<file path="src/arpe_rem.sv">
module arpe_rem #(
   parameter int W = 16
) (
   input  logic clock,
   input  logic reset,
   input  logic start,
   input  logic [W-1:0] dividend,
   input  logic [W-1:0] divisor,
   output logic done,
   output logic [W-1:0] remainder
);

   localparam int CNT_W = $clog2(W + 1);

   logic run_ff, run_in;
   logic done_ff, done_in;
   logic [CNT_W-1:0] cnt_ff, cnt_in;
   logic [W-1:0] dvd_ff, dvd_in;
   logic [W-1:0] dvs_ff, dvs_in;
   logic [W:0] r_ff, r_in;
   logic [W:0] r_shift;

   // restoring remainder, one dividend bit per cycle
   always_comb begin
      run_in = run_ff;
      done_in = 1'b0;
      cnt_in = cnt_ff;
      dvd_in = dvd_ff;
      dvs_in = dvs_ff;
      r_in = r_ff;
      r_shift = {r_ff[W-1:0], dvd_ff[W-1]};
      if (start) begin
         run_in = 1'b1;
         cnt_in = CNT_W'(W);
         dvd_in = dividend;
         dvs_in = divisor;
         r_in = '0;
      end else if (run_ff) begin
         r_in = (r_shift >= {1'b0, dvs_ff}) ? r_shift - {1'b0, dvs_ff} : r_shift;
         dvd_in = {dvd_ff[W-2:0], 1'b0};
         cnt_in = cnt_ff - 1'b1;
         if (cnt_ff == CNT_W'(1)) begin
            run_in = 1'b0;
            done_in = 1'b1;
         end
      end
   end

   always_ff @(posedge clock) begin
      if (reset) begin
         run_ff <= 1'b0;
         done_ff <= 1'b0;
         cnt_ff <= '0;
      end else begin
         run_ff <= run_in;
         done_ff <= done_in;
         cnt_ff <= cnt_in;
      end
   end

   always_ff @(posedge clock) begin
      dvd_ff <= dvd_in;
      dvs_ff <= dvs_in;
      r_ff <= r_in;
   end

   assign done = done_ff;
   assign remainder = r_ff[W-1:0];

   a_rem_bound: assert property (@(posedge clock) disable iff (reset)
      done_ff |-> (dvs_ff == '0 || r_ff < {1'b0, dvs_ff}))
      else $error("remainder not below divisor");

endmodule

</file>
<file path="config.mk">
export PLATFORM = sky130hd
export DESIGN_NAME = arpe_rem
export DESIGN_NICKNAME = d
export VERILOG_FILES = /design/src/arpe_rem.sv
export SDC_FILE = /design/constraint.sdc
export NUM_CORES = 1
export LEC_CHECK = 0
export ABC_AREA = 1
export BUFFER_PORTS_ARGS = -buffer_cell sky130_fd_sc_hd__clkbuf_2
export CAP_MARGIN = 20
export CORE_MARGIN = 4
export CORE_UTILIZATION = 37
export CTS_BUF_LIST = sky130_fd_sc_hd__clkbuf_4 sky130_fd_sc_hd__clkbuf_8 sky130_fd_sc_hd__clkbuf_16
export CTS_CLUSTER_DIAMETER = 200
export DETAILED_ROUTE_END_ITERATION = 8
export SETUP_SLACK_MARGIN = 0.5
export SKIP_LAST_GASP = 1
export SLEW_MARGIN = 40
export SYNTH_ARGS = -nofsm -noshare
export SYNTH_HDL_FRONTEND = slang
export SYNTH_SLANG_ARGS = --single-unit
</file>
<file path="constraint.sdc">
create_clock -name clock -period 3.7 [get_ports clock]
set_input_delay 0.555 -clock clock [delete_from_list [all_inputs] [get_ports clock]]
set_output_delay 0.555 -clock clock [all_outputs]
set_load 0.02 [all_outputs]
</file>
## Word-level counts from Yosys, hierarchy flattened

Cells that the tools add are included.

| storage, ports and cells | value |
|---|---|
| output and inout port bits | 17 |
| input port bits | 35 |
| register bits after elaboration | 55 |
| logic and storage cells | 24 |

| operators by class | value |
|---|---|
| order comparisons | 1 |
| reduce and logical (&&, ||, !) cells | 3 |
| muxes and demuxes | 9 |
| bitwise logic cells | 1 |
| eq/ne operators | 1 |
| add/sub/neg operators | 2 |

Operators by type and width:

| cell | count |
|---|---|
| $mux W16 | 3 |
| $ge A17 B16 Y1 | 1 |
| $sub A16 B16 Y16 | 1 |
| $mux W5 | 2 |
| $eq A5 B1 Y1 const B | 1 |
| $sub A5 B1 Y5 const B | 1 |
| $mux W1 | 4 |
| $reduce_or A3 Y1 | 1 |
| $reduce_bool A2 Y1 | 1 |
| $reduce_or A2 Y1 | 1 |
| $not A1 Y1 | 1 |

## Depth between registers and ports, before layout

Gate-level depths: netlist of run 1.

| logic depth | value |
|---|---|
| word-level depth | 4 |
| mapped depth | 14 |
| mapped depth without buffers | 14 |

## Worst setup path after synthesis of run 1

OpenSTA, ideal clock, no wires.

| timing | value |
|---|---|
| path kind | flip-flop to flip-flop |
| from | reg dvd_ff[15] |
| to | reg r_ff[8] |
| stages on the path, launching flop included | 12 |
| buffers on the path | 0 |
| arrival time | 1,731 ps |
| data required time | 3,587 ps |
| path slack | 1,856 ps |
| setup time | 113 ps |
| clock period less this slack | 1,844 ps |
| cells stage by stage | edfxtp_1 inv_1 ha_1 inv_1 fa_1 nand3_1 nand3_1 a21oi_1 xor2_1 nand2_2 nand3_1 nand2_1 |

| on the way | value |
|---|---|
| cells in the longest elaborated chain, start to end | 2 |
| elaborated cells between the ends (all ways) | 3 |
| classes of those cells | add/sub (1); order compare (1); mux (1) |

Ends and longest elaborated chain:

| what | RTL line | text |
|---|---|---|
| from (decl) | 18 | `logic [W-1:0] dvd_ff, dvd_in;` |
| from (signal assigned) | 62 | `dvd_ff <= dvd_in;` |
| $sub A16 B16 Y16 or $ge A17 B16 Y1 (tied branches) | 39 | `r_in = (r_shift >= {1'b0, dvs_ff}) ? r_shift - {1'b0, dvs_ff} : r_shift;` |
| $mux W16 * | 39 |  |
| to (signal assigned) | 64 | `r_ff <= r_in;` |
| to (decl) | 20 | `logic [W:0] r_ff, r_in;` |

Every way passes the cells marked *; elsewhere a longest branch is shown, timed or not.
A chain may end at the register's enable or synchronous reset.

## Worst setup path after layout of run 1

| timing | value |
|---|---|
| from | reg dvs_ff[11] |
| to | reg r_ff[2] |

| on the way | value |
|---|---|
| cells in the longest elaborated chain, start to end | 2 |

Ends and longest elaborated chain:

| what | RTL line | text |
|---|---|---|
| from (decl) | 19 | `logic [W-1:0] dvs_ff, dvs_in;` |
| from (signal assigned) | 63 | `dvs_ff <= dvs_in;` |
| $ge A17 B16 Y1 | 39 |  |
| $mux W16 | 39 |  |

No other way between the ends.

==> metrics, run 1 <==
status complete, no violations; critical path type register to register; most common cell after layout, fill and taps aside nand2_1; RD Place Congestion 0.890; hold worst-path end dvs_ff[3]$_DFFE_PP_; R2R depth 13; worst slew pin tran 730 ps; Vias/cell 4.77; syn nets 512; Max Cap Viol 0; initial antenna violation count 0; Slew HR 0.511; CP endpoint kind register; post-CTS setup buffer count 0; Routed WL 7.82 mm; CTS Hold Buffers Added 0; placed wire-length estimate 5.83 mm; DIE AREA 10900 µm²; Clock transition at path regs 110 ps; Final Util 0.439; f_max 450 MHz; Distinct cells, synth 39; via count 2952; diode count 0; final hold violations 0; sequential area share after synthesis 0.415; Clock Power Share 0.330; CTS tree built; hold depth 1; GRT Util Overall 0.147; fraction of registers with async set/reset 0; Min-Delay Path Class input pin to register; CTS resizes 0; Crit-path slowest cell nor2_4; Pleak 2.08 nW; Core ar. 8850 µm²; Flop pwr share 0.533; drt wl/cell 12.6 µm; sw frac 0.269; Internal 0.000965 W; DR iter-0 viols 141; vias in the first global route 2793; Finish-stage setup viols 0; Mapped Cells 458; worst min-delay path startpoint divisor[3]; Reg2Reg Capture Point r_ff[2]$_SDFFE_PP0P_; DRT antenna net count 0; register bit total from synthesis 55; crit start category register; Inst Count DP 611; clock root buffer clkbuf_8; Synth Cell Area 3430 µm²; max-slew violation count 0; switching pwr 0.000356 W; R2R Setup Slk 1480 ps; first-pass GRT wire length 13.0 mm; met1 usage 0.185; number of synthesized flops with an enable pin 32; Starting Density 0.387; Layout area overhead 13.4%; max incr delay on CP 410 ps; warnings from Yosys 0; Port-buffer cells 51; Worst VDD drop 0.167 mV; CP required 3930 ps; worst skew pair latency 320 ps; Tcrit/Tclk final 0.600; Cell Chain, Critical Path inv_1 > ha_1 > nand2_1 > inv_1 > nand2_1 > nand2_1 > nand2_1 > nand2_2 > nor2_4 > nand2_4 > nand2_1 > nand3_1 > o21ai_0; # H-tree levels 2; most frequent cells in the layout 163 x nand2_1, 75 x inv_1, 51 x clkbuf_2; post-layout net count 564; most frequent cell on the critical path nand2_1; total CTS buffers 5; Synth Area per Inst 7.48 µm²; crit path time final 2220 ps; Cell Rows 34; GR met2 Demand/Resource 0.245; Crit Reg-Reg Startpoint dvs_ff[11]$_DFFE_PP_; Top Usage Layer GRT met2; met3 Use GR 0.0341; CP Max Fanout 18; Cell Pwr Density 340 nW/µm²; Post-synth top flop edfxtp_1; largest net degree at the start of global routing 36; combinational fraction of design power 0.137; Fin Setup TNS 0 ps; Die X 104 µm; Die H 104 µm; DRC 0; CTS sink cnt 55; drt pass-1 iters 4; share of cells above drive strength 1 0.174; Layout Cells excl Fill 619; Congestion Overflow GR 0; RSZ-0062 raised after global routing false; CP arrival 2450 ps; Worst Clk Skew 7.96 ps; I/O pins 52; clock buffer depth 2
==> worst max-delay path, delay by kind of cell, from the launching register on <==
family                   cells  cell delay [ps]
AO/OA/AOI/OAI                1               70
adder cells (fa/ha/maj)      1              350
buffers and inverters        2               90
flip-flops                   1              340
AND/OR/NAND/NOR              9             1280
==> worst max path at each step <==
stage,slack [ps],from,to
2_1_floorplan,1860,dvd_ff[15]$_DFFE_PP_,r_ff[8]$_SDFFE_PP0P_
3_3_place_gp,1150,start,dvd_ff[7]$_DFFE_PP_
3_5_place_dp,1520,dvs_ff[11]$_DFFE_PP_,r_ff[4]$_SDFFE_PP0P_
4_1_cts,1450,dvs_ff[11]$_DFFE_PP_,r_ff[2]$_SDFFE_PP0P_
5_1_grt,1210,dvs_ff[11]$_DFFE_PP_,r_ff[2]$_SDFFE_PP0P_
6_report,1480,dvs_ff[11]$_DFFE_PP_,r_ff[2]$_SDFFE_PP0P_
==> through the flow <==
| step | area, µm² | hold slack, ps | worst slack [ps] | total power (W) |
|---|---|---|---|---|
| 3_5_place_dp | 3760 | 473 | 1520 | 0.000901 |
| 2_1_floorplan | 3430 | 442 | 1860 | 0.000841 |
| 4_1_cts | 3880 | 392 | 1450 | 0.00134 |
| 5_1_grt | 3880 | 382 | 1210 | 0.00140 |
| 3_3_place_gp | 3760 | 457 | 1150 | 0.000897 |
| 6_report | 3880 | 401 | 1480 | 0.00132 |
==> registers in the layout, indices dropped and copies added, names as in the netlist <==
signal / cells
cnt_ff: 5
done: 1
dvd_ff: 16
dvs_ff: 16
r_ff: 16
run_ff: 1
==> Yosys cell counts (2+ instances only) <==
cell type	number	share of area
nor2_1	23	0.025
nand4_1	5	0.0091
nand2_1	163	0.18
nor2_2	5	0.0091
clkbuf_1	2	0.0022
nand3_1	38	0.056
nand2_4	2	0.0066
and3_1	2	0.0037
xnor2_1	5	0.013
ha_1	18	0.066
edfxtp_1	32	0.28
nand2_2	10	0.018
o21ai_0	6	0.0088
a21oi_1	10	0.015
nor3_1	3	0.0044
nand3_2	6	0.018
xor2_1	3	0.0077
dfxtp_1	23	0.13
nand3b_1	6	0.013
and2_1	2	0.0037
inv_1	76	0.083
==> logic make-up (layout without fill, tap and decap cells) <==
group / Yosys count / after routing / synth area share
XOR/XNOR: 8 / 8 / 0.0205
AND/OR/NAND/NOR: 268 / 268 / 0.352
adder cells (fa/ha/maj): 19 / 19 / 0.0716
flip-flops: 55 / 55 / 0.415
buffers and inverters: 86 / 139 / 0.106
AO/OA/AOI/OAI: 22 / 22 / 0.0358
==> power by group through the flow <==
stage | Clock, W | Sequential (W) | Combinational [W]
CTS | 0.000455 | 0.000706 | 0.000183
detailed placement | 0 | 0.000719 | 0.000182
global placement | 0 | 0.000718 | 0.000180
finish | 0.000436 | 0.000705 | 0.000181
global route | 0.000481 | 0.000709 | 0.000209
floorplan | 0 | 0.000716 | 0.000125
==> routing by layer <==
| layer | wire length [µm] | up-vias | share of wire |
|---|---|---|---|
| li1 | - | 1542 | - |
| met1 | 3490 | 1325 | 0.45 |
| met2 | 3650 | 72 | 0.47 |
| met3 | 504 | 13 | 0.064 |
| met4 | 171 | 0 | 0.022 |
| met5 | 0 | - | 0 |
==> layout make-up <==
class,count,area [µm²]
multi-input combinational,317,1650
fill,957,4960
clock inverter,3,50.0
tap,108,135
timing repair buffer,53,270
clock buffer,5,68.8
sequential,55,1420
inverter,78,293
(Power assumes the default switching activity.)
==> run 2: changes to the inputs <==
--- a/config.mk
+++ b/config.mk
@@ -5,7 +5,7 @@
 export SDC_FILE = /design/constraint.sdc
 export NUM_CORES = 1
 export LEC_CHECK = 0
-export ABC_AREA = 1
+export ABC_AREA = 0
 export BUFFER_PORTS_ARGS = -buffer_cell sky130_fd_sc_hd__clkbuf_2
 export CAP_MARGIN = 20
 export CORE_MARGIN = 4
==> constraint.sdc (replaced) <==
create_clock -name clock -period 2.1 [get_ports clock]
set_input_delay 0.315 -clock clock [delete_from_list [all_inputs] [get_ports clock]]
set_output_delay 0.315 -clock clock [all_outputs]
set_load 0.02 [all_outputs]
==> run 2 against run 1 <==
  * First-iteration DRC count grew 21%
  * Synthesized cell count is 36% lower
  * Maximum frequency shrank 8.9%
  * Combinational power increased to 5.7 times the previous value
  * Highest routed layer unchanged
  * The flow now finishes with violations (negative setup slack)
  * Worst hold slack lost 230 ps
  * Largest power group unchanged
  * Non-clock buffer count up 72
  * Critical endpoint is now r_ff[6]$_SDFFE_PP0P_
  * Critical path type unchanged
==> metrics, run 2 <==
final instance area 4550 µm² (was 3880 µm²); Clock transition at path regs 100 ps (was 110 ps); hold depth 1 (unchanged); CP endpoint kind register (unchanged); hold worst-path end dvs_ff[0]$_DFFE_PP_ (was dvs_ff[3]$_DFFE_PP_); most common cell in the netlist edfxtp_1 (was nand2_1); post-layout net count 467 (was 564); Crit Reg-Reg Startpoint dvs_ff[1]$_DFFE_PP_ (was dvs_ff[11]$_DFFE_PP_); Die H 98.8 µm (was 104 µm); Reg2Reg Capture Point r_ff[6]$_SDFFE_PP0P_ (was r_ff[2]$_SDFFE_PP0P_); largest family of logic cells by synthesized area compound AO/OA/AOI/OAI gates (was simple AND/OR/NAND/NOR gates); biggest registers after layout dvd_ff (16), dvs_ff (16), r_ff (16) (unchanged); first-pass GRT wire length 12.7 mm (was 13.0 mm); Worst VDD drop 0.321 mV (was 0.167 mV); warnings from Yosys 0 (unchanged); initial antenna violation count 0 (unchanged); Core ar. 7890 µm² (was 8850 µm²); RSZ-0062 raised after global routing true (was false); Vias/cell 5.18 (was 4.77); mux cell area share after synthesis 0.0923 (was 0); worst slew pin tran 388 ps (was 730 ps); Synth Area in Simple Gates 0.113 (was 0.352); Die X 98.8 µm (was 104 µm); post-synthesis xor/xnor area fraction 0.0373 (was 0.0205); Mapped Cells 291 (was 458); syn nets 345 (was 512); Pleak 1.90 nW (was 2.08 nW); DIE AREA 9760 µm² (was 10900 µm²); sequential area share after synthesis 0.466 (was 0.415); R2R Setup Slk -340 ps (was 1480 ps); Synth area leaders edfxtp_1 31%, dfxtp_1 15%, ha_1 7.4% (was edfxtp_1 28%, nand2_1 18%, dfxtp_1 13%); Distinct cells, synth 53 (was 39); Slew HR 0.741 (was 0.511); Synth area leader edfxtp_1 (unchanged); pre-CTS WS -232 ps (was 1520 ps); total CTS buffers 5 (unchanged); Cell Rows 32 (was 34); largest net degree at the start of global routing 21 (was 36); Routed WL 7.98 mm (was 7.82 mm); drt pass-1 iters 4 (unchanged); RD Place Congestion 0.880 (was 0.890); crit start category register (unchanged); most common cell after layout, fill and taps aside buf_4 (was nand2_1); DRT antenna net count 0 (unchanged); Synth Area in Compound Gates 0.163 (was 0.0358); critical path type register to register (unchanged); CP arrival 2630 ps (was 2450 ps); DRC 0 (unchanged); number of synthesized flops with an enable pin 32 (unchanged); Fin Setup TNS -4120 ps (was 0 ps); most frequent cells in the layout 64 x buf_4, 51 x clkbuf_2, 32 x edfxtp_1 (was 163 x nand2_1, 75 x inv_1, 51 x clkbuf_2); share of cells above drive strength 1 0.517 (was 0.174); status complete, but fails checks (was complete, no violations); Worst Clk Skew 5.53 ps (was 7.96 ps); Starting Density 0.387 (about the same); crit path time final 2440 ps (was 2220 ps); clock buffer depth 2 (unchanged); diode count 0 (unchanged); Layout area overhead 49.0% (was 13.4%); worst skew pair latency 310 ps (was 320 ps); vias in the first global route 2611 (was 2793); f_max 410 MHz (was 450 MHz); drt wl/cell 15.5 µm (was 12.6 µm); register bit total from synthesis 55 (unchanged); Finish-stage setup viols 16 (was 0); CP required 2290 ps (was 3930 ps); Congestion Overflow GR 0 (unchanged); Synth Cell Area 3050 µm² (was 3430 µm²); CP Max Fanout 5 (was 18); via count 2673 (was 2952); R2R depth 11 (was 13); Post-synth top flop edfxtp_1 (unchanged); final hold violations 0 (unchanged); CTS Hold Buffers Added 0 (unchanged); # H-tree levels 2 (unchanged); Max Cap Viol 0 (unchanged); Synth Area per Inst 10.5 µm² (was 7.48 µm²); CTS sink cnt 55 (unchanged); area post-placement 4060 µm² (was 3760 µm²); Synth Area in Adders 0.0804 (was 0.0716); Worst Setup Slack, final -338 ps (was 1480 ps); CTS tree built (unchanged); Cell Pwr Density 673 nW/µm² (was 340 nW/µm²); placed wire-length estimate 5.83 mm (about the same); DR iter-0 viols 171 (was 141); Commonest cells post-synth 32 x edfxtp_1, 27 x inv_1, 26 x nor2_1, 23 x dfxtp_1, 18 x ha_1 (was 163 x nand2_1, 76 x inv_1, 38 x nand3_1, 32 x edfxtp_1); clock root buffer clkbuf_8 (unchanged); Min-Delay Path Class input pin to register (unchanged); failing checks negative setup slack; max-slew violation count 0 (unchanged); worst min-delay path startpoint divisor[0] (was divisor[3]); Synth top area share 0.315 (was 0.280); Tcrit/Tclk final 1.16 (was 0.600); I/O pins 52 (unchanged); Port-buffer cells 51 (unchanged); GRT Util Overall 0.158 (was 0.147); fraction of registers with async set/reset 0 (unchanged)
run 2: per-stage QoR:
step | hold slack, ps | std cells | util | total power (W)
after floorplan | 387 | 291 | - | 0.00183
after global placement | 492 | 495 | 0.514 | 0.00215
after detailed placement | 494 | 495 | 0.514 | 0.00217
after CTS | 165 | 507 | 0.542 | 0.00295
after global routing | 165 | 516 | 0.576 | 0.00322
final | 171 | 516 | 0.576 | 0.00306
run 2: timing repair:
action	4_1_cts	5_1_grt
pin swaps	7	26
hold endpoints to repair	0	0
gates resized for setup	14	37
setup endpoints to repair	17	17
setup buffers	4	9
run 2: metal layers:
layer,up-vias,routed length [µm],track usage
met3,10,461,0.0326
li1,1317,-,-
met2,77,3950,0.265
met1,1269,3480,0.211
met4,0,87,0.0315
met5,-,0,0
run 2: logic make-up after synthesis:
family	count (synthesis)
fa+ha+maj	19
buf+inv	37
simple gates	72
mux	26
flops	55
xor+xnor	13
compound gates	69
run 2: power breakdown:
group	leakage (nW)	switching, W	internal (W)
Combinational	1.33	0.000501	0.000532
Sequential	0.512	0.0000502	0.00124
Clock	0.0548	0.000368	0.000370
run 2: final cells by class:
cell class / instances / area (µm²)
tap: 102 / 128
multi-input combinational: 199 / 1890
clock inverter: 2 / 37.5
fill: 678 / 3340
clock buffer: 6 / 76.3
sequential: 55 / 1440
timing repair buffer: 125 / 870
inverter: 27 / 101
run 2: how the worst max path moves through the flow:
stage,start,endpoint,slack (ps),depth (start not counted)
3_5_place_dp,dvd_ff[15]$_DFFE_PP_,r_ff[8]$_SDFFE_PP0P_,-230,11
2_1_floorplan,r_ff[2]$_SDFFE_PP0P_,r_ff[2]$_SDFFE_PP0P_,-180,9
5_1_grt,dvs_ff[1]$_DFFE_PP_,r_ff[13]$_SDFFE_PP0P_,-440,11
4_1_cts,dvs_ff[12]$_DFFE_PP_,r_ff[15]$_SDFFE_PP0P_,-220,10
6_report,dvs_ff[1]$_DFFE_PP_,r_ff[6]$_SDFFE_PP0P_,-340,11
3_3_place_gp,dvd_ff[15]$_DFFE_PP_,r_ff[8]$_SDFFE_PP0P_,-240,11
run 2: critical path, stage by stage, from the launching register on:
cell	delay, ps
edfxtp_1	350
inv_2	60
ha_4	250
nor2b_4	160
o21bai_1	80
a211o_1	270
a21o_1	210
a31oi_4	340
buf_12	150
buf_6	110
mux2i_1	230
a211oi_2	100
==> run 3: changes to the inputs <==
--- a/config.mk
+++ b/config.mk
@@ -5,7 +5,7 @@
 export SDC_FILE = /design/constraint.sdc
 export NUM_CORES = 1
 export LEC_CHECK = 0
-export ABC_AREA = 0
+export ABC_AREA = 1
 export BUFFER_PORTS_ARGS = -buffer_cell sky130_fd_sc_hd__clkbuf_2
 export CAP_MARGIN = 20
 export CORE_MARGIN = 4
==> run 3 against run 2 <==
  * The flow now finishes without violations
  * Core utilization fell by 2.6 points
  * Total power fell by 20%
  * Via count rose by 21%
  * Worst hold slack got worse by 15 ps
  * Global-route usage rose by 1.5 points
==> metrics, run 3 (synthesized netlist as in run 1, its figures left out) <==
initial antenna violation count 0 (unchanged); Worst VDD drop 0.258 mV (was 0.321 mV); Core ar. 8850 µm² (was 7890 µm²); final hold violations 0 (unchanged); post-layout net count 611 (was 467); combinational fraction of design power 0.200 (was 0.338); Fin Setup TNS 0 ps (was -4120 ps); diode count 0 (unchanged); Crit Reg-Reg Startpoint dvs_ff[8]$_DFFE_PP_ (was dvs_ff[1]$_DFFE_PP_); crit path time final 1840 ps (was 2440 ps); Cell Pwr Density 503 nW/µm² (was 673 nW/µm²); share of cells above drive strength 1 0.425 (was 0.517); Clock transition at path regs 120 ps (was 100 ps); Die H 104 µm (was 98.8 µm); DRC 0 (unchanged); first-pass GRT wire length 15.6 mm (was 12.7 mm); Routed WL 9.26 mm (was 7.98 mm); RSZ-0062 raised after global routing true (unchanged); max incr delay on CP 360 ps (was 350 ps); worst skew pair latency 320 ps (was 310 ps); CP arrival 2050 ps (was 2630 ps); Internal 0.00174 W (was 0.00214 W); fillers 837 (was 678); f_max 545 MHz (was 410 MHz); Starting Density 0.387 (about the same); worst slew pin tran 456 ps (was 388 ps); Min-Delay Path Class input pin to register (unchanged); sw frac 0.290 (was 0.300); placed wire-length estimate 6.17 mm (was 5.83 mm); Die X 104 µm (was 98.8 µm); drt pass-1 iters 5 (was 4); R2R depth 14 (was 11); clock root buffer clkbuf_8 (unchanged); vias in the first global route 3356 (was 2611); max-slew violation count 0 (unchanged); Worst Setup Slack, final 263 ps (was -338 ps); I/O pins 52 (unchanged); Cell Rows 34 (was 32); Clock Power Share 0.297 (was 0.241); switching pwr 0.000711 W (was 0.000920 W); Vias/cell 4.86 (was 5.18); Worst Clk Skew 9.89 ps (was 5.53 ps); Reg2Reg Capture Point r_ff[0]$_SDFFE_PP0P_ (was r_ff[6]$_SDFFE_PP0P_); R2R Setup Slk 260 ps (was -340 ps); CP Max Fanout 8 (was 5); RD Place Congestion 0.911 (was 0.880); most frequent cell on the critical path inv_2; Slew HR 0.694 (was 0.741); worst hold slack 156 ps (was 171 ps); biggest registers after layout dvd_ff (16), dvs_ff (16), r_ff (16) (unchanged); Port-buffer cells 51 (unchanged); status complete, no violations (was complete, but fails checks); Setup crit end r_ff[0]$_SDFFE_PP0P_ (was r_ff[6]$_SDFFE_PP0P_); most common cell after layout, fill and taps aside nand2_1 (was buf_4); Crit-path slowest cell edfxtp_1 (unchanged); Tcrit/Tclk final 0.875 (was 1.16); Flop pwr share 0.503 (was 0.421); crit start category register (unchanged); Worst Setup SP dvs_ff[8]$_DFFE_PP_ (was dvs_ff[1]$_DFFE_PP_); critical path type register to register (unchanged); total CTS buffers 5 (unchanged); most frequent cells in the layout 133 x nand2_1, 57 x inv_1, 51 x clkbuf_2 (was 64 x buf_4, 51 x clkbuf_2, 32 x edfxtp_1); DIE AREA 10900 µm² (was 9760 µm²); drt wl/cell 13.9 µm (was 15.5 µm); via count 3237 (was 2673); Pleak 2.43 nW (was 1.90 nW); Power Total 0.00245 W (was 0.00306 W); CP endpoint kind register (unchanged); pre-CTS WS 139 ps (was -232 ps); clock buffer depth 2 (unchanged); CTS sink cnt 55 (unchanged); DRT antenna net count 0 (unchanged); CTS tree built (unchanged); Layout area overhead 42.1% (was 49.0%); largest net degree at the start of global routing 23 (was 21); # H-tree levels 2 (unchanged); Max Cap Viol 0 (unchanged); DR iter-0 viols 180 (was 171); Finish-stage setup viols 0 (was 16); GRT Util Overall 0.173 (was 0.158); Cell Chain, Critical Path inv_2 > ha_4 > nand2_4 > inv_2 > nand2_2 > nand2_2 > inv_2 > nand3_4 > nand2_8 > buf_12 > nand2_8 > nand2_1 > nand3_1 > o21ai_1 (was inv_2 > ha_4 > nor2b_4 > o21bai_1 > a211o_1 > a21o_1 > a31oi_4 > buf_12 > buf_6 > mux2i_1 > a211oi_2); CP required 2310 ps (was 2290 ps); Congestion Overflow GR 0 (unchanged)
-- run 3: cell types whose count changed in the layout (fill, tap and decap cells not counted), sizes merged, moves of 9 or more --
cell / change
a211oi: -12
inv: +50
mux2i: -9
mux2: -17
buf: -27
nand2: +162
nand3: +38
-- run 3: per-layer routing --
metal  vias to the layer above  wire length [µm]  global-route usage
met3                        20               593              0.0360
met1                      1470              3940               0.215
met4                         0               187              0.0503
met5                         -                 0                   0
li1                       1647                 -                   -
met2                       100              4540               0.301
-- run 3: critical path, delay by kind of cell (launching register included) --
kind | cells | cell delay, ps
fa+ha+maj | 1 | 310
buf+inv | 4 | 320
flops | 1 | 360
simple gates | 8 | 670
compound gates | 1 | 60
-- run 3: worst min-delay path by stage --
stage | depth (start not counted) | end | startpoint
6_report | 2 | cnt_ff[4]$_SDFFE_PP0P_ | reset
5_1_grt | 1 | dvs_ff[8]$_DFFE_PP_ | divisor[8]
4_1_cts | 1 | dvs_ff[7]$_DFFE_PP_ | divisor[7]
3_5_place_dp | 2 | cnt_ff[4]$_SDFFE_PP0P_ | cnt_ff[4]$_SDFFE_PP0P_
3_3_place_gp | 2 | cnt_ff[4]$_SDFFE_PP0P_ | cnt_ff[4]$_SDFFE_PP0P_
2_1_floorplan | 1 | cnt_ff[4]$_SDFFE_PP0P_ | reset
-- run 3: stage by stage --
stage	instance area, µm²	cells	utilization
CTS	4720	663	0.534
detailed placement	4080	616	0.461
global placement	4080	616	0.461
global route	4870	666	0.550
finish	4870	666	0.550
floorplan	3700	458	-
-- run 3: cell type report --
cell class,count,area (µm²),share of cell area
clock inverters,2,25.0,0.00514
repair buffers,98,672,0.138
well taps,108,135,0.0277
inverters,78,293,0.0601
flip-flops and latches,55,1470,0.301
clock buffers,6,93.8,0.0193
multi-input cells,319,2190,0.449
-- run 3: power by group through the flow --
stage	Combinational [W]	Sequential, W	Clock (W)
finish	0.000489	0.00123	0.000728
global route	0.000544	0.00124	0.000794
CTS	0.000452	0.00123	0.000754
detailed placement	0.000371	0.00125	0
global placement	0.000369	0.00125	0
floorplan	0.000261	0.00125	0
-- run 3: timing repair --
action	in CTS	in global routing
hold buffers	0	0
setup buffers	37	3
pin swaps	23	23
gates cloned	2	0
resized for setup	56	37
setup endpoints to repair	16	16
