File: src/arpe_pkg.sv
package arpe_pkg;

   localparam int SAMPLE_W = 16;
   localparam int LEDS_W = 4;
   localparam int COUNT_W = 15;
   localparam int GAIN_W = 9;
   localparam int CSR_INDEX_W = 2;
   localparam int CSR_DATA_W = 15;
   localparam int PROD_W = GAIN_W + 1 + SAMPLE_W;

   localparam int MIN_LEN = 8;
   localparam int SAMPLE_COUNT_RST = 16384;
   localparam logic [GAIN_W-1:0] ECHO_GAIN_RST = 9'd205;

   localparam logic [CSR_INDEX_W-1:0] CSR_SAMPLE_COUNT = 2'd0;
   localparam logic [CSR_INDEX_W-1:0] CSR_ECHO_ENABLE = 2'd1;
   localparam logic [CSR_INDEX_W-1:0] CSR_ECHO_GAIN = 2'd2;

   typedef enum logic [1:0] {
      R_IDLE,
      R_WAIT,
      R_LOAD,
      R_RUN
   } arpe_refresh_type;

   // per-word control that travels with the memory reads
   typedef struct packed {
      logic valid;
      logic tx_on;
      logic echo_on;
      logic [LEDS_W-1:0] leds;
      logic kept;
      logic done;
   } arpe_tag_type;

endpackage

File: src/arpe_mix.sv
module arpe_mix (
   input  logic clock,
   input  logic reset,
   input  arpe_pkg::arpe_tag_type tag_in,
   input  logic [arpe_pkg::GAIN_W-1:0] gain,
   input  logic [arpe_pkg::SAMPLE_W-1:0] a_data,
   input  logic [arpe_pkg::SAMPLE_W-1:0] b_data,
   output logic rsp_strobe,
   output logic signed [arpe_pkg::SAMPLE_W-1:0] rsp_tx_word,
   output logic [arpe_pkg::LEDS_W-1:0] rsp_leds_lit,
   output logic rsp_word_kept,
   output logic rsp_pass_done
);

   import arpe_pkg::*;

   arpe_tag_type tag0_ff, tag1_ff;
   logic [SAMPLE_W-1:0] a1_ff;
   logic signed [PROD_W-1:0] prod1_ff, prod1_in;
   logic signed [PROD_W-1:0] adj;
   logic signed [PROD_W-1:0] shifted;
   logic [SAMPLE_W-1:0] sum;
   logic [SAMPLE_W-1:0] tx_in;

   logic strobe_ff;
   logic [SAMPLE_W-1:0] tx_ff;
   logic [LEDS_W-1:0] leds_ff;
   logic kept_ff, done_ff;

   assign prod1_in = $signed({1'b0, gain}) * $signed(b_data);

   // scaled echo truncates toward zero, sum wraps at 16 bits
   always_comb begin
      adj = prod1_ff + (prod1_ff[PROD_W-1] ? PROD_W'(255) : PROD_W'(0));
      shifted = adj >>> 8;
      sum = a1_ff + (tag1_ff.echo_on ? shifted[SAMPLE_W-1:0] : '0);
      tx_in = tag1_ff.tx_on ? sum : '0;
   end

   always_ff @(posedge clock) begin
      if (reset) begin
         tag0_ff <= '0;
         tag1_ff <= '0;
         strobe_ff <= 1'b0;
      end else begin
         tag0_ff <= tag_in;
         tag1_ff <= tag0_ff;
         strobe_ff <= tag1_ff.valid;
      end
   end

   always_ff @(posedge clock) begin
      a1_ff <= a_data;
      prod1_ff <= prod1_in;
      tx_ff <= tx_in;
      leds_ff <= tag1_ff.leds;
      kept_ff <= tag1_ff.kept;
      done_ff <= tag1_ff.done;
   end

   assign rsp_strobe = strobe_ff;
   assign rsp_tx_word = tx_ff;
   assign rsp_leds_lit = leds_ff;
   assign rsp_word_kept = kept_ff;
   assign rsp_pass_done = done_ff;

   a_tx_source: assert property (@(posedge clock) disable iff (reset)
      (strobe_ff && tx_ff != '0) |-> $past(tag1_ff.tx_on))
      else $error("nonzero word from a silent slot");

endmodule

File: config.mk
export PLATFORM = sky130hd
export DESIGN_NAME = arpe_mix
export DESIGN_NICKNAME = d
export VERILOG_FILES = /design/src/arpe_pkg.sv /design/src/arpe_mix.sv
export SDC_FILE = /design/constraint.sdc
export NUM_CORES = 1
export LEC_CHECK = 0
export BUFFER_PORTS_ARGS = -buffer_cell sky130_fd_sc_hd__buf_2
export CORE_ASPECT_RATIO = 0.9
export CORE_UTILIZATION = 62
export DETAILED_ROUTE_END_ITERATION = 7
export PLACE_DENSITY_LB_ADDON = 0.08
export SLEW_MARGIN = 20
export SYNTH_ARGS = -nofsm -noshare
export SYNTH_HDL_FRONTEND = slang
export SYNTH_SLANG_ARGS = --single-unit
export TNS_END_PERCENT = 30
File: constraint.sdc
create_clock -name clock -period 8 [get_ports clock]
set_clock_uncertainty 0.1 [all_clocks]
set_input_delay 1.6 -clock clock [delete_from_list [all_inputs] [get_ports clock]]
set_output_delay 1.6 -clock clock [all_outputs]
set_load 0.02 [all_outputs]
# Word-level counts from Yosys, hierarchy flattened
# Cells that the tools add are included.
[totals] output_inout_bits=23 word_cells=24 register_bits=83 input_bits=52
[op_classes] muxes=2 add_sub_neg=2 multipliers=1
[op_table] operator="10-bit by 16-bit multiplier with 26-bit output" count=1
[op_table] operator="24-bit by 9-bit adder with 24-bit output" count=1
[op_table] operator="16-bit adder" count=1
[op_table] operator="16-bit two-way mux" count=1
[op_table] operator="8-bit two-way mux" count=1

# Longest topological paths before layout
# Gate-level depths: netlist of run 1.
[depth] depth_word=4 ltp_mapped=20 ltp_nobuf=19

# Worst setup path after synthesis of run 1
# Ideal clock, no wire load.
[synth_path] path_kind="input port to flip-flop" startpoint="in gain[1] (netlist name)" endpoint="reg prod1_ff[25]" arrival_ns=6.126 path_stages=16 setup_ns=0.125 n_path_buf=1 path_slack_ns=1.648 required_time_ns=7.775 cell_sequence="clkbuf_1 -> nand2_1 -> fa_1 -> inv_1 -> fa_1 -> fa_1 -> fa_1 -> fa_1 -> ha_1 -> a21o_1 -> a21o_1 -> a211o_1 -> a31oi_1 -> o31a_1 -> o31ai_1 -> xnor2_1"
[synth_via] elab_chain_len=1
[synth_lines] element="start: declaration" line_no="arpe_mix.sv:5" rtl="input logic [arpe_pkg::GAIN_W-1:0] gain,"
[synth_lines] element="10-bit by 16-bit multiplier with 26-bit output" line_no="arpe_mix.sv:30" rtl="assign prod1_in = $signed({1'b0, gain}) * $signed(b_data);"
[synth_lines] element="via prod1_in[25]" line_no="arpe_mix.sv:19" rtl="logic signed [PROD_W-1:0] prod1_ff, prod1_in;"
[synth_lines] element="end signal: assignment" line_no="arpe_mix.sv:54" rtl="prod1_ff <= prod1_in;"
[synth_lines] element="end: declaration" line_no="arpe_mix.sv:19"
# The timed path passes the listed nets, and every way through them passes these cells.
# A chain may end at the register's enable or synchronous reset.

# Worst setup path in the final report of run 1
# Same ends and word-level chain as after synthesis.

==> flow_summary_export.csv, run 1 <==
group,metric,value,unit
synthesis,synthDistinctLibCells,52,
place,pre_cts_slack,1310,ps
sta,min_period_over_period,79.8,%
worst_setup_path,r2r-end,"rsp_tx_word[15]$_SDFF_PN0_",
worst_setup_path,crit_start,"gain[1]",
place,port_buffers,74,
cells_and_area,synthToLayoutAreaGrowth,9.52,%
worst_setup_path,crit_fanout,16,
hold_path,min_path_type,"flip-flop to flip-flop",
sta,worst_pin_slew,673,ps
sta,setup_viol_count_final,0,
synthesis,synthFlopType,"dfxtp_1",
routing,wl_per_cell,13.5,µm
clocking,cts-resized-gates,0,
run_status,status,"completed",
global_routing,grt_max_degree,20,
floorplanning,die_w,125,µm
sta,maxSlewViolCount,0,
global_routing,grt.total_usage,24.6,%
place,globalplace.congestion,0.848,
sta,fin_ws,1620,ps
clocking,tritoncts,"done",
global_routing,grt_pass1_wl,27600,µm
cells_and_area,diodes,0,
flow_run,cap_violations,0,
cells_and_area,final_cell_mix,"167 x inv_1, 123 x fa_1, 94 x nand2_1, 85 x and2_1, 82 x dfxtp_1",
synthesis,synth_area_per_cell,9.24,µm²
clocking,root_buffer,"clkbuf_16",
sta,relSlewSlack,55.0,%
sta,tns,0,ps
clocking,clk_latency,330,ps
clocking,cts_inserted_buffers,9,
floorplanning,start_util,65.0,%
global_routing,grt_pass1_vias,6246,
worst_setup_path,critPathRequiredTime,8110,ps
power_and_ir_drop,p_per_area,344,nW/µm²
routing,drt_wl_total,15400,µm
worst_setup_path,cp-end-kind,"flip-flop",
routing,vias_per_cell,5.25,
routing,num_vias,5987,
routing,drt_pre_antenna_iters,4,
floorplanning,num_io_pins,75,
floorplanning,fp.dieH,112,µm
worst_setup_path,r2r_start,"prod1_ff[25]$_DFF_P_",
clocking,clock_path_buffers,2,
worst_setup_path,crit_type,"primary input to flip-flop",
clocking,postCtsSetupRepairBufs,0,
synthesis,seq_area_frac_synth,19.5,%
synthesis,async_reset_ff_share,0,%
routing,ant_nets,0,
global_routing,antenna_found_initial,0,
place,dp_hpwl,12600,µm
sta,rsz0062_at_grt,"no",
routing,drtIter0Drc,277,
floorplanning,fp.dieArea,14000,µm²
cells_and_area,nets,1226,
worst_setup_path,rr_worst_depth,15,
synthesis,synth_edf_count,0,
sta,fin_crit,6380,ps
floorplanning,fp.coreArea,12900,µm²
routing,drc,0,
clocking,holdBufCountCts,0,
worst_setup_path,critPathLaunchType,"primary input",
power_and_ir_drop,peakVddDrop,0.000345,V
cells_and_area,layout_commonest_cell,"inv_1",
clocking,cts_num_sinks,82,
synthesis,netlist_area,8400,µm²
synthesis,syn_nets,1163,
synthesis,ys_seq_elements,82,
sta,max_freq,157,MHz
clocking,clkTransAtPathRegs,60,ps
worst_setup_path,cp.arrival,6490,ps
power_and_ir_drop,p_leak,4.69,nW
floorplanning,rows,39,
global_routing,grt-ovfl-total,0,
cells_and_area,drive_above_1_share,10.0,%
sta,hold_viol,0,
worst_setup_path,r2r_slack,3810,ps
synthesis,ys_warn_count,0,
synthesis,syn-instance-count,909,
clocking,cts.htree.levels,3,
worst_setup_path,endpoint,"prod1_ff[25]$_DFF_P_",
[cell usage after synthesis, types with 2 or more instances]
cell type / n / area share, %
a211o_1: 3 / 0.31
a211oi_1: 5 / 0.45
a211oi_2: 2 / 0.30
a21boi_1: 2 / 0.18
a21o_1: 12 / 1.1
a21oi_1: 29 / 1.7
a31oi_1: 3 / 0.22
and2_1: 85 / 6.3
and3_1: 4 / 0.30
clkbuf_1: 22 / 0.98
dfxtp_1: 82 / 20
fa_1: 123 / 29
ha_1: 79 / 12
inv_1: 167 / 7.5
mux2i_1: 2 / 0.24
nand2_1: 94 / 4.2
nand2b_1: 3 / 0.22
nand3_1: 14 / 0.83
nand4_1: 3 / 0.22
nor2_1: 26 / 1.2
nor2b_1: 26 / 1.9
nor3_1: 12 / 0.72
nor3b_1: 2 / 0.18
o2111ai_1: 2 / 0.21
o211ai_1: 6 / 0.54
o21a_1: 9 / 0.80
o21ai_0: 10 / 0.60
o21ai_1: 9 / 0.54
o21bai_1: 3 / 0.27
o31ai_1: 2 / 0.18
or3_1: 5 / 0.37
xnor2_1: 33 / 3.4
xor2_1: 11 / 1.1
[cell families (layout without fill, tap and decap cells)]
family	count (synthesis)	count (layout)	synth area share, %
AND/OR/NAND/NOR	278	278	16.8
AO/OA/AOI/OAI	112	112	9.25
flip-flops	82	82	19.5
adder cells (fa/ha/maj)	202	202	41.1
multiplexers	2	2	0.238
XOR/XNOR	44	44	4.59
buffers and inverters	189	257	8.45
[flip-flops by register name (all words and copies together), names as in the netlist]
name           cells
a1_ff             16
prod1_ff          25
rsp_leds_lit       4
rsp_pass_done      1
rsp_strobe         1
rsp_tx_word       16
rsp_word_kept      1
tag0_ff            9
tag1_ff            9
[cell type report]
| class | instances | area (µm²) |
|---|---|---|
| Clock buffer | 9 | 225 |
| Clock inverter | 7 | 81.3 |
| Fill cell | 1051 | 3730 |
| Inverter | 167 | 627 |
| Multi-Input combinational cell | 638 | 6050 |
| Sequential cell | 82 | 1640 |
| Tap cell | 164 | 205 |
| Timing Repair Buffer | 74 | 370 |
[worst min path at each step]
stage | depth (start not counted) | from | to
floorplan | 0 | tag1_ff[2]$_SDFF_PP0_ | rsp_leds_lit[0]$_DFF_P_
global placement | 0 | tag1_ff[4]$_SDFF_PP0_ | rsp_leds_lit[2]$_DFF_P_
detailed placement | 0 | tag1_ff[5]$_SDFF_PP0_ | rsp_leds_lit[3]$_DFF_P_
CTS | 0 | tag1_ff[1]$_SDFF_PP0_ | rsp_word_kept$_DFF_P_
global route | 0 | tag1_ff[1]$_SDFF_PP0_ | rsp_word_kept$_DFF_P_
finish | 0 | tag1_ff[1]$_SDFF_PP0_ | rsp_word_kept$_DFF_P_
[power breakdown]
group          switching, mW  total, mW  internal [mW]
Clock                  0.165      0.412          0.247
Combinational           1.21       2.18          0.976
Sequential            0.0513      0.567          0.516
[critical path, cell delays in order]
cell     delay [ps]
buf_2           280
nand2_1         130
fa_1            550
inv_1            50
fa_1            480
fa_1            520
fa_1            540
inv_1            50
fa_1            520
inv_1            40
ha_1            340
nand4_1         170
nor2_1           70
a211o_1         270
a31oi_1         350
o31a_1          280
o31ai_1         100
xnor2_1         120
[routing by layer]
metal	vias to the layer above	global-route usage (%)	share of wire (%)
met2	77	44.6	50
met4	0	6.59	2.2
met3	27	3.67	2.6
li1	2968	-	-
met5	-	0	0
met1	2915	30.5	45
[through the flow]
step / power, mW / std cells / util, % / cell area, µm² / hold slack [ps]
finish: 3.16 / 1141 / 71.1 / 9200 / 228
global route: 3.57 / 1141 / 71.1 / 9200 / 236
CTS: 3.20 / 1141 / 71.1 / 9200 / 229
detailed placement: 2.78 / 1125 / 68.8 / 8890 / 213
global placement: 2.73 / 1125 / 68.8 / 8890 / 211
floorplan: 2.36 / 909 / - / 8400 / 210
Note: power is estimated with default switching activity, not from simulation.
==> run 2: changes to the inputs <==
--- a/config.mk
+++ b/config.mk
@@ -5,9 +5,10 @@
 export SDC_FILE = /design/constraint.sdc
 export NUM_CORES = 1
 export LEC_CHECK = 0
+export ABC_AREA = 1
 export BUFFER_PORTS_ARGS = -buffer_cell sky130_fd_sc_hd__buf_2
 export CORE_ASPECT_RATIO = 0.9
-export CORE_UTILIZATION = 62
+export CORE_UTILIZATION = 56
 export DETAILED_ROUTE_END_ITERATION = 7
 export PLACE_DENSITY_LB_ADDON = 0.08
 export SLEW_MARGIN = 20
==> constraint.sdc (replaced) <==
create_clock -name clock -period 5.5 [get_ports clock]
set_clock_uncertainty 0.1 [all_clocks]
set_input_delay 1.1 -clock clock [delete_from_list [all_inputs] [get_ports clock]]
set_output_delay 1.1 -clock clock [all_outputs]
set_load 0.02 [all_outputs]
==> flow_summary_export.csv, run 2 <==
group,metric,value,unit
worst_setup_path,cp.arrival,5480,ps
place,placed_cell_area,10200,µm²
hold_path,min_to,"rsp_pass_done$_DFF_P_",
synthesis,synthMuxAreaShare,0,%
global_routing,busiest_layer,"met2",
cells_and_area,design_area,10600,µm²
hold_path,min_from,"tag1_ff[0]$_SDFF_PP0_",
clocking,root_buffer,"clkbuf_16",
sta,tns,0,ps
synthesis,seq_area_frac_synth,18.2,%
routing,drc,0,
synthesis,async_reset_ff_share,0,%
cells_and_area,diodes,0,
clocking,cts.htree.levels,3,
worst_setup_path,r2r-end,"rsp_tx_word[10]$_SDFF_PN0_",
place,dp_hpwl,16900,µm
global_routing,antenna_found_initial,0,
clocking,cts_num_sinks,82,
global_routing,gr-usage-met3,4.58,%
sta,setup_viol_count_final,0,
place,pre_cts_slack,-235,ps
synthesis,syn-instance-count,1179,
worst_setup_path,r2r_start,"prod1_ff[25]$_DFF_P_",
worst_setup_path,cp_slowest_cell,"fa_1",
synthesis,yosys.area_share.xor_xnor,3.11,%
synthesis,yosysMostFrequentCell,"inv_1",
synthesis,synthDistinctLibCells,42,
synthesis,synth_area_leaders,"fa_1 27%, dfxtp_1 18%, inv_1 12%, ha_1 11%, nand2_1 10%",
global_routing,grt_pass1_vias,7603,
synthesis,synthFlopType,"dfxtp_1",
cells_and_area,largest_reg_flops,25,
routing,vias_per_cell,4.98,
cells_and_area,synthToLayoutAreaGrowth,17.8,%
synthesis,synth_top_area_share,27.3,%
power_and_ir_drop,p_total,6.03,mW
routing,ant_nets,0,
power_and_ir_drop,p_leak,6.17,nW
place,port_buffers,74,
floorplanning,rows,43,
worst_setup_path,cp-end-kind,"flip-flop",
worst_setup_path,crit_fanout,14,
synthesis,synthAdderAreaFrac,38.3,%
clocking,tritoncts,"done",
cells_and_area,top_register,"prod1_ff",
cells_and_area,drive_above_1_share,16.3,%
sta,relSlewSlack,55.8,%
global_routing,grt_pass1_wl,34800,µm
synthesis,ys_seq_elements,82,
floorplanning,start_util,57.8,%
synthesis,synth_common_cells,"293 x inv_1, 252 x nand2_1, 123 x fa_1",
worst_setup_path,critPathLaunchType,"primary input",
floorplanning,fp.coreArea,15600,µm²
synthesis,synth_top_family_by_area,"adder cells",
routing,drtIter0Drc,425,
routing,drt_pre_antenna_iters,5,
synthesis,yosys.area_share.simple,18.3,%
synthesis,synth-compound-area-share,8.16,%
worst_setup_path,max_stage_delay,520,ps
flow_run,cap_violations,0,
global_routing,grt_max_degree,20,
floorplanning,fp.dieArea,16600,µm²
clocking,cts_inserted_buffers,9,
synthesis,synth_area_per_cell,7.65,µm²
worst_setup_path,rr_worst_depth,21,
routing,wl_per_cell,13.1,µm
sta,min_period_over_period,96.5,%
routing,num_vias,7563,
cells_and_area,nets,1566,
cells_and_area,final.fill_count,1384,
power_and_ir_drop,peakVddDrop,0.000376,V
global_routing,grt-ovfl-total,0,
clocking,clk_latency,340,ps
global_routing,grt_util_met1,37.4,%
worst_setup_path,cp_cell_sequence,"clkbuf_4 -> buf_4 -> nand2_1 -> inv_1 -> fa_1 -> inv_2 -> fa_1 -> fa_1 -> inv_1 -> fa_1 -> inv_1 -> fa_1 -> inv_1 -> ha_1 -> a21o_1 -> nand3_1 -> nand2_1 -> nor2_1 -> o21ai_0 -> a21oi_1 -> xor2_1",
worst_setup_path,crit_type,"primary input to flip-flop",
synthesis,netlist_area,9020,µm²
sta,fin_ws,193,ps
clocking,clkTransAtPathRegs,70,ps
power_and_ir_drop,p_per_area,568,nW/µm²
hold_path,holdPathStages,0,
synthesis,ys_warn_count,0,
cells_and_area,layout_commonest_cell,"inv_1",
clocking,clock_path_buffers,2,
run_status,status,"completed",
sta,hold_viol,0,
worst_setup_path,cp_common_cell,"fa_1",
sta,max_freq,188,MHz
synthesis,synth_edf_count,0,
hold_path,min_path_type,"flip-flop to flip-flop",
floorplanning,fp.dieH,122,µm
clocking,holdBufCountCts,0,
sta,rsz0062_at_grt,"yes",
global_routing,grt.total_usage,26.5,%
synthesis,syn_nets,1433,
sta,maxSlewViolCount,0,
cells_and_area,postLayoutCoreUtil,68.1,%
cells_and_area,final_cell_mix,"291 x inv_1, 251 x nand2_1, 123 x fa_1, 85 x buf_4, 83 x nor2_1",
synthesis,yosysTopAreaCell,"fa_1",
routing,drt_wl_total,19900,µm
floorplanning,die_w,136,µm
sta,worst_pin_slew,655,ps
place,globalplace.congestion,0.910,
floorplanning,num_io_pins,75,
worst_setup_path,r2r_slack,1400,ps
sta,fin_crit,5310,ps
global_routing,grt_use_met2,43.3,%
worst_setup_path,critPathRequiredTime,5670,ps
==> run 2: changes by cell type after synthesis, moves of 7 or more <==
cell / change
nand4_1: +11
nand2_1: +158
a21oi_1: +32
nand3_1: +11
o21a_1: -7
clkbuf_1: +13
nor2b_1: -26
inv_1: +126
nor2_1: +59
xor2_1: +10
o21ai_0: +19
xnor2_1: -22
and2_1: -83
==> run 2: worst max-delay path, delay by kind of cell <==
| family | cells | cell delay (ps) |
|---|---|---|
| and+or+nand+nor | 4 | 290 |
| xor gates and xnor gates | 1 | 150 |
| buffers and inverters | 7 | 630 |
| AOI/OAI and AO/OA | 3 | 440 |
| adders and majority gates | 6 | 2850 |
==> run 2: repair_timing <==
action / CTS / global route
setup endpoints to repair: 0 / 11
resized for setup: 0 / 23
buffers inserted: 0 / 1
==> run 2: how the worst max path moves through the flow <==
| stage | depth (start not counted) | end | from | slack, ps |
|---|---|---|---|---|
| after global placement | 17 | prod1_ff[19]$_DFF_P_ | gain[5] | -230 |
| after CTS | 21 | prod1_ff[21]$_DFF_P_ | gain[3] | 100 |
| after floorplan | 19 | prod1_ff[19]$_DFF_P_ | gain[3] | -10 |
| after detailed placement | 21 | prod1_ff[21]$_DFF_P_ | gain[3] | -240 |
| final | 21 | prod1_ff[25]$_DFF_P_ | gain[6] | 190 |
| after global routing | 21 | prod1_ff[21]$_DFF_P_ | gain[3] | -50 |
==> run 2: cell type report <==
| type | count | area (µm²) | area share, % |
|---|---|---|---|
| clock buffers | 9 | 225 | 2.12 |
| clock inverters | 7 | 76.3 | 0.719 |
| inverters | 297 | 1120 | 10.5 |
| multi-input cells | 762 | 6260 | 59.0 |
| flip-flops and latches | 82 | 1640 | 15.5 |
| well taps | 202 | 253 | 2.38 |
| repair buffers | 160 | 1040 | 9.82 |
==> run 2: power by group <==
part	leakage, nW	total (mW)	internal, mW	switching [mW]
logic	5.34	4.58	2.07	2.51
clock network	0.150	0.596	0.324	0.272
registers	0.682	0.855	0.750	0.105
total	6.17	6.03	3.15	2.89
==> run 2: per-stage QoR <==
stage	hold slack [ps]	std cells
after floorplan	210	1179
after global placement	210	1502
after detailed placement	212	1502
after global routing	238	1519
final	228	1519
after CTS	229	1518
==> run 2: kinds of logic after synthesis <==
group,Yosys count
AO/OA/AOI/OAI,127
XOR/XNOR,32
adder cells (fa/ha/maj),202
buffers and inverters,335
flip-flops,82
AND/OR/NAND/NOR,401
==> run 2: routing by layer <==
layer  routed length (µm)  vias up
met1                 9590     3570
met5                    0        -
met4                  159        0
met3                 1100       15
li1                     -     3805
met2                 9000      173
==> run 3: changes to the inputs <==
--- a/config.mk
+++ b/config.mk
@@ -7,6 +7,7 @@
 export LEC_CHECK = 0
 export ABC_AREA = 1
 export BUFFER_PORTS_ARGS = -buffer_cell sky130_fd_sc_hd__buf_2
+export CAP_MARGIN = 20
 export CORE_ASPECT_RATIO = 0.9
 export CORE_UTILIZATION = 56
 export DETAILED_ROUTE_END_ITERATION = 7
==> constraint.sdc (replaced) <==
create_clock -name clock -period 5.5 [get_ports clock]
set_clock_uncertainty 0.1 [all_clocks]
set_input_delay 1.65 -clock clock [delete_from_list [all_inputs] [get_ports clock]]
set_output_delay 1.65 -clock clock [all_outputs]
set_load 0.02 [all_outputs]
==> flow_summary_export.csv, run 3 (same netlist as run 2, synthesis figures left out) <==
group,metric,value,unit
global_routing,grt.total_usage,26.6,%
power_and_ir_drop,p_total,7.32,mW
worst_setup_path,crit_fanout,6,
sta,maxSlewViolCount,0,
worst_setup_path,r2r_slack,1550,ps
sta,min_period_over_period,104,%
cells_and_area,layout_commonest_cell,"inv_1",
sta,fin_crit,5730,ps
routing,drt_pre_antenna_iters,5,
clocking,tritoncts,"done",
cells_and_area,top_register,"prod1_ff",
worst_setup_path,cp_common_cell,"fa_1",
routing,ant_nets,0,
routing,num_vias,7685,
worst_setup_path,rr_worst_depth,21,
run_status,status,"finished with violations",
cells_and_area,synthToLayoutAreaGrowth,27.3,%
floorplanning,fp.dieH,122,µm
run_status,violations,"setup timing",
global_routing,grt-ovfl-total,0,
cells_and_area,largest_reg_flops,25,
place,globalplace.congestion,0.910,
clocking,root_buffer,"clkbuf_16",
sta,hold_viol,0,
sta,fin_ws,-226,ps
worst_setup_path,cp_top_family,"adder cells",
sta,max_freq,175,MHz
floorplanning,fp.coreArea,15600,µm²
cells_and_area,final_cell_mix,"270 x inv_1, 223 x nand2_1, 114 x fa_1, 111 x buf_4, 82 x dfxtp_1",
clocking,clk_latency,340,ps
routing,drc,0,
worst_setup_path,r2r-end,"rsp_tx_word[10]$_SDFF_PN0_",
power_and_ir_drop,peakVddDrop,0.000453,V
global_routing,grt_pass1_vias,7673,
worst_setup_path,cp.arrival,5900,ps
routing,drtIter0Drc,357,
clocking,cts_inserted_buffers,9,
place,placed_cell_area,10500,µm²
flow_run,cap_violations,0,
worst_setup_path,endpoint,"prod1_ff[25]$_DFF_P_",
worst_setup_path,crit_start,"gain[1]",
sta,rsz0062_at_grt,"yes",
power_and_ir_drop,p_leak,6.43,nW
worst_setup_path,cp_num_buf_inv,7,
clocking,cts.htree.levels,3,
worst_setup_path,cp.depth,22,
sta,relSlewSlack,54.8,%
power_and_ir_drop,p_per_area,637,nW/µm²
floorplanning,die_w,136,µm
worst_setup_path,r2r_start,"prod1_ff[25]$_DFF_P_",
sta,worst_pin_slew,669,ps
hold_path,min_path_type,"flip-flop to flip-flop",
floorplanning,rows,43,
global_routing,grt_pass1_wl,35100,µm
global_routing,antenna_found_initial,0,
clocking,cts_num_sinks,82,
worst_setup_path,max_stage_delay,580,ps
sta,setup_viol_count_final,9,
cells_and_area,diodes,0,
clocking,clkTransAtPathRegs,70,ps
worst_setup_path,critPathRequiredTime,5670,ps
clocking,clock_path_buffers,2,
routing,wl_per_cell,13.3,µm
routing,vias_per_cell,4.97,
sta,fin_hold_ws,230,ps
global_routing,grt_max_degree,20,
cells_and_area,drive_above_1_share,25.6,%
worst_setup_path,cp_slowest_cell,"fa_1",
place,port_buffers,74,
routing,drt_wl_total,20600,µm
floorplanning,num_io_pins,75,
worst_setup_path,cp_cell_sequence,"buf_16 -> nand2_4 -> inv_4 -> fa_1 -> inv_4 -> buf_4 -> fa_1 -> inv_1 -> fa_1 -> fa_1 -> inv_1 -> fa_1 -> inv_2 -> ha_4 -> a21oi_4 -> nor2_2 -> nor2_2 -> nor2_1 -> nor2_1 -> o21ai_1 -> a21oi_1 -> xor2_1",
place,dp_hpwl,17000,µm
worst_setup_path,crit_type,"primary input to flip-flop",
worst_setup_path,cp-end-kind,"flip-flop",
worst_setup_path,critPathLaunchType,"primary input",
floorplanning,fp.dieArea,16600,µm²
cells_and_area,nets,1594,
floorplanning,start_util,57.8,%
cells_and_area,postLayoutCoreUtil,73.6,%
cells_and_area,design_area,11500,µm²
==> run 3: per-layer routing <==
layer  share of wire, %  track usage, %
met3                4.9            3.18
met4               0.66            3.79
met5                  0               0
met2                 47            44.2
met1                 47            38.0
==> run 3: through the flow <==
stage	setup slack, ps	TNS, ps	instances
after floorplan	-329	-3510	1179
after global placement	-705	-8800	1512
after detailed placement	-708	-9350	1512
after CTS	-231	-1150	1535
after global routing	-410	-3000	1547
final	-226	-1110	1547
==> run 3: worst min path at each step <==
stage	start	end	slack, ps	depth (start not counted)
after global routing	tag1_ff[4]$_SDFF_PP0_	rsp_leds_lit[2]$_DFF_P_	230	0
after CTS	tag1_ff[5]$_SDFF_PP0_	rsp_leds_lit[3]$_DFF_P_	230	0
final	tag1_ff[5]$_SDFF_PP0_	rsp_leds_lit[3]$_DFF_P_	230	0
after floorplan	tag1_ff[2]$_SDFF_PP0_	rsp_leds_lit[0]$_DFF_P_	210	0
after global placement	tag1_ff[5]$_SDFF_PP0_	rsp_leds_lit[3]$_DFF_P_	210	0
after detailed placement	tag1_ff[5]$_SDFF_PP0_	rsp_leds_lit[3]$_DFF_P_	210	0
==> run 3: cell type report <==
class / instances / area [µm²]
Multi-Input combinational cell: 762 / 6780
Fill cell: 1247 / 4120
Sequential cell: 82 / 1640
Timing Repair Buffer: 188 / 1390
Inverter: 297 / 1120
Tap cell: 202 / 253
Clock buffer: 9 / 225
Clock inverter: 7 / 76.3
==> run 3: where the power goes <==
part / internal, mW / switching [mW] / leakage, nW
clock: 0.324 / 0.270 / 0.150
sequential: 0.750 / 0.101 / 0.682
combinational: 2.76 / 3.11 / 5.60
total: 3.84 / 3.48 / 6.43
==> run 3: repair_timing <==
action,in CTS,in global routing
hold buffers,0,0
endpoints found under the setup margin,17,17
setup buffers,7,11
gates resized for setup,60,70
pin swaps,47,43
cloned,0,1
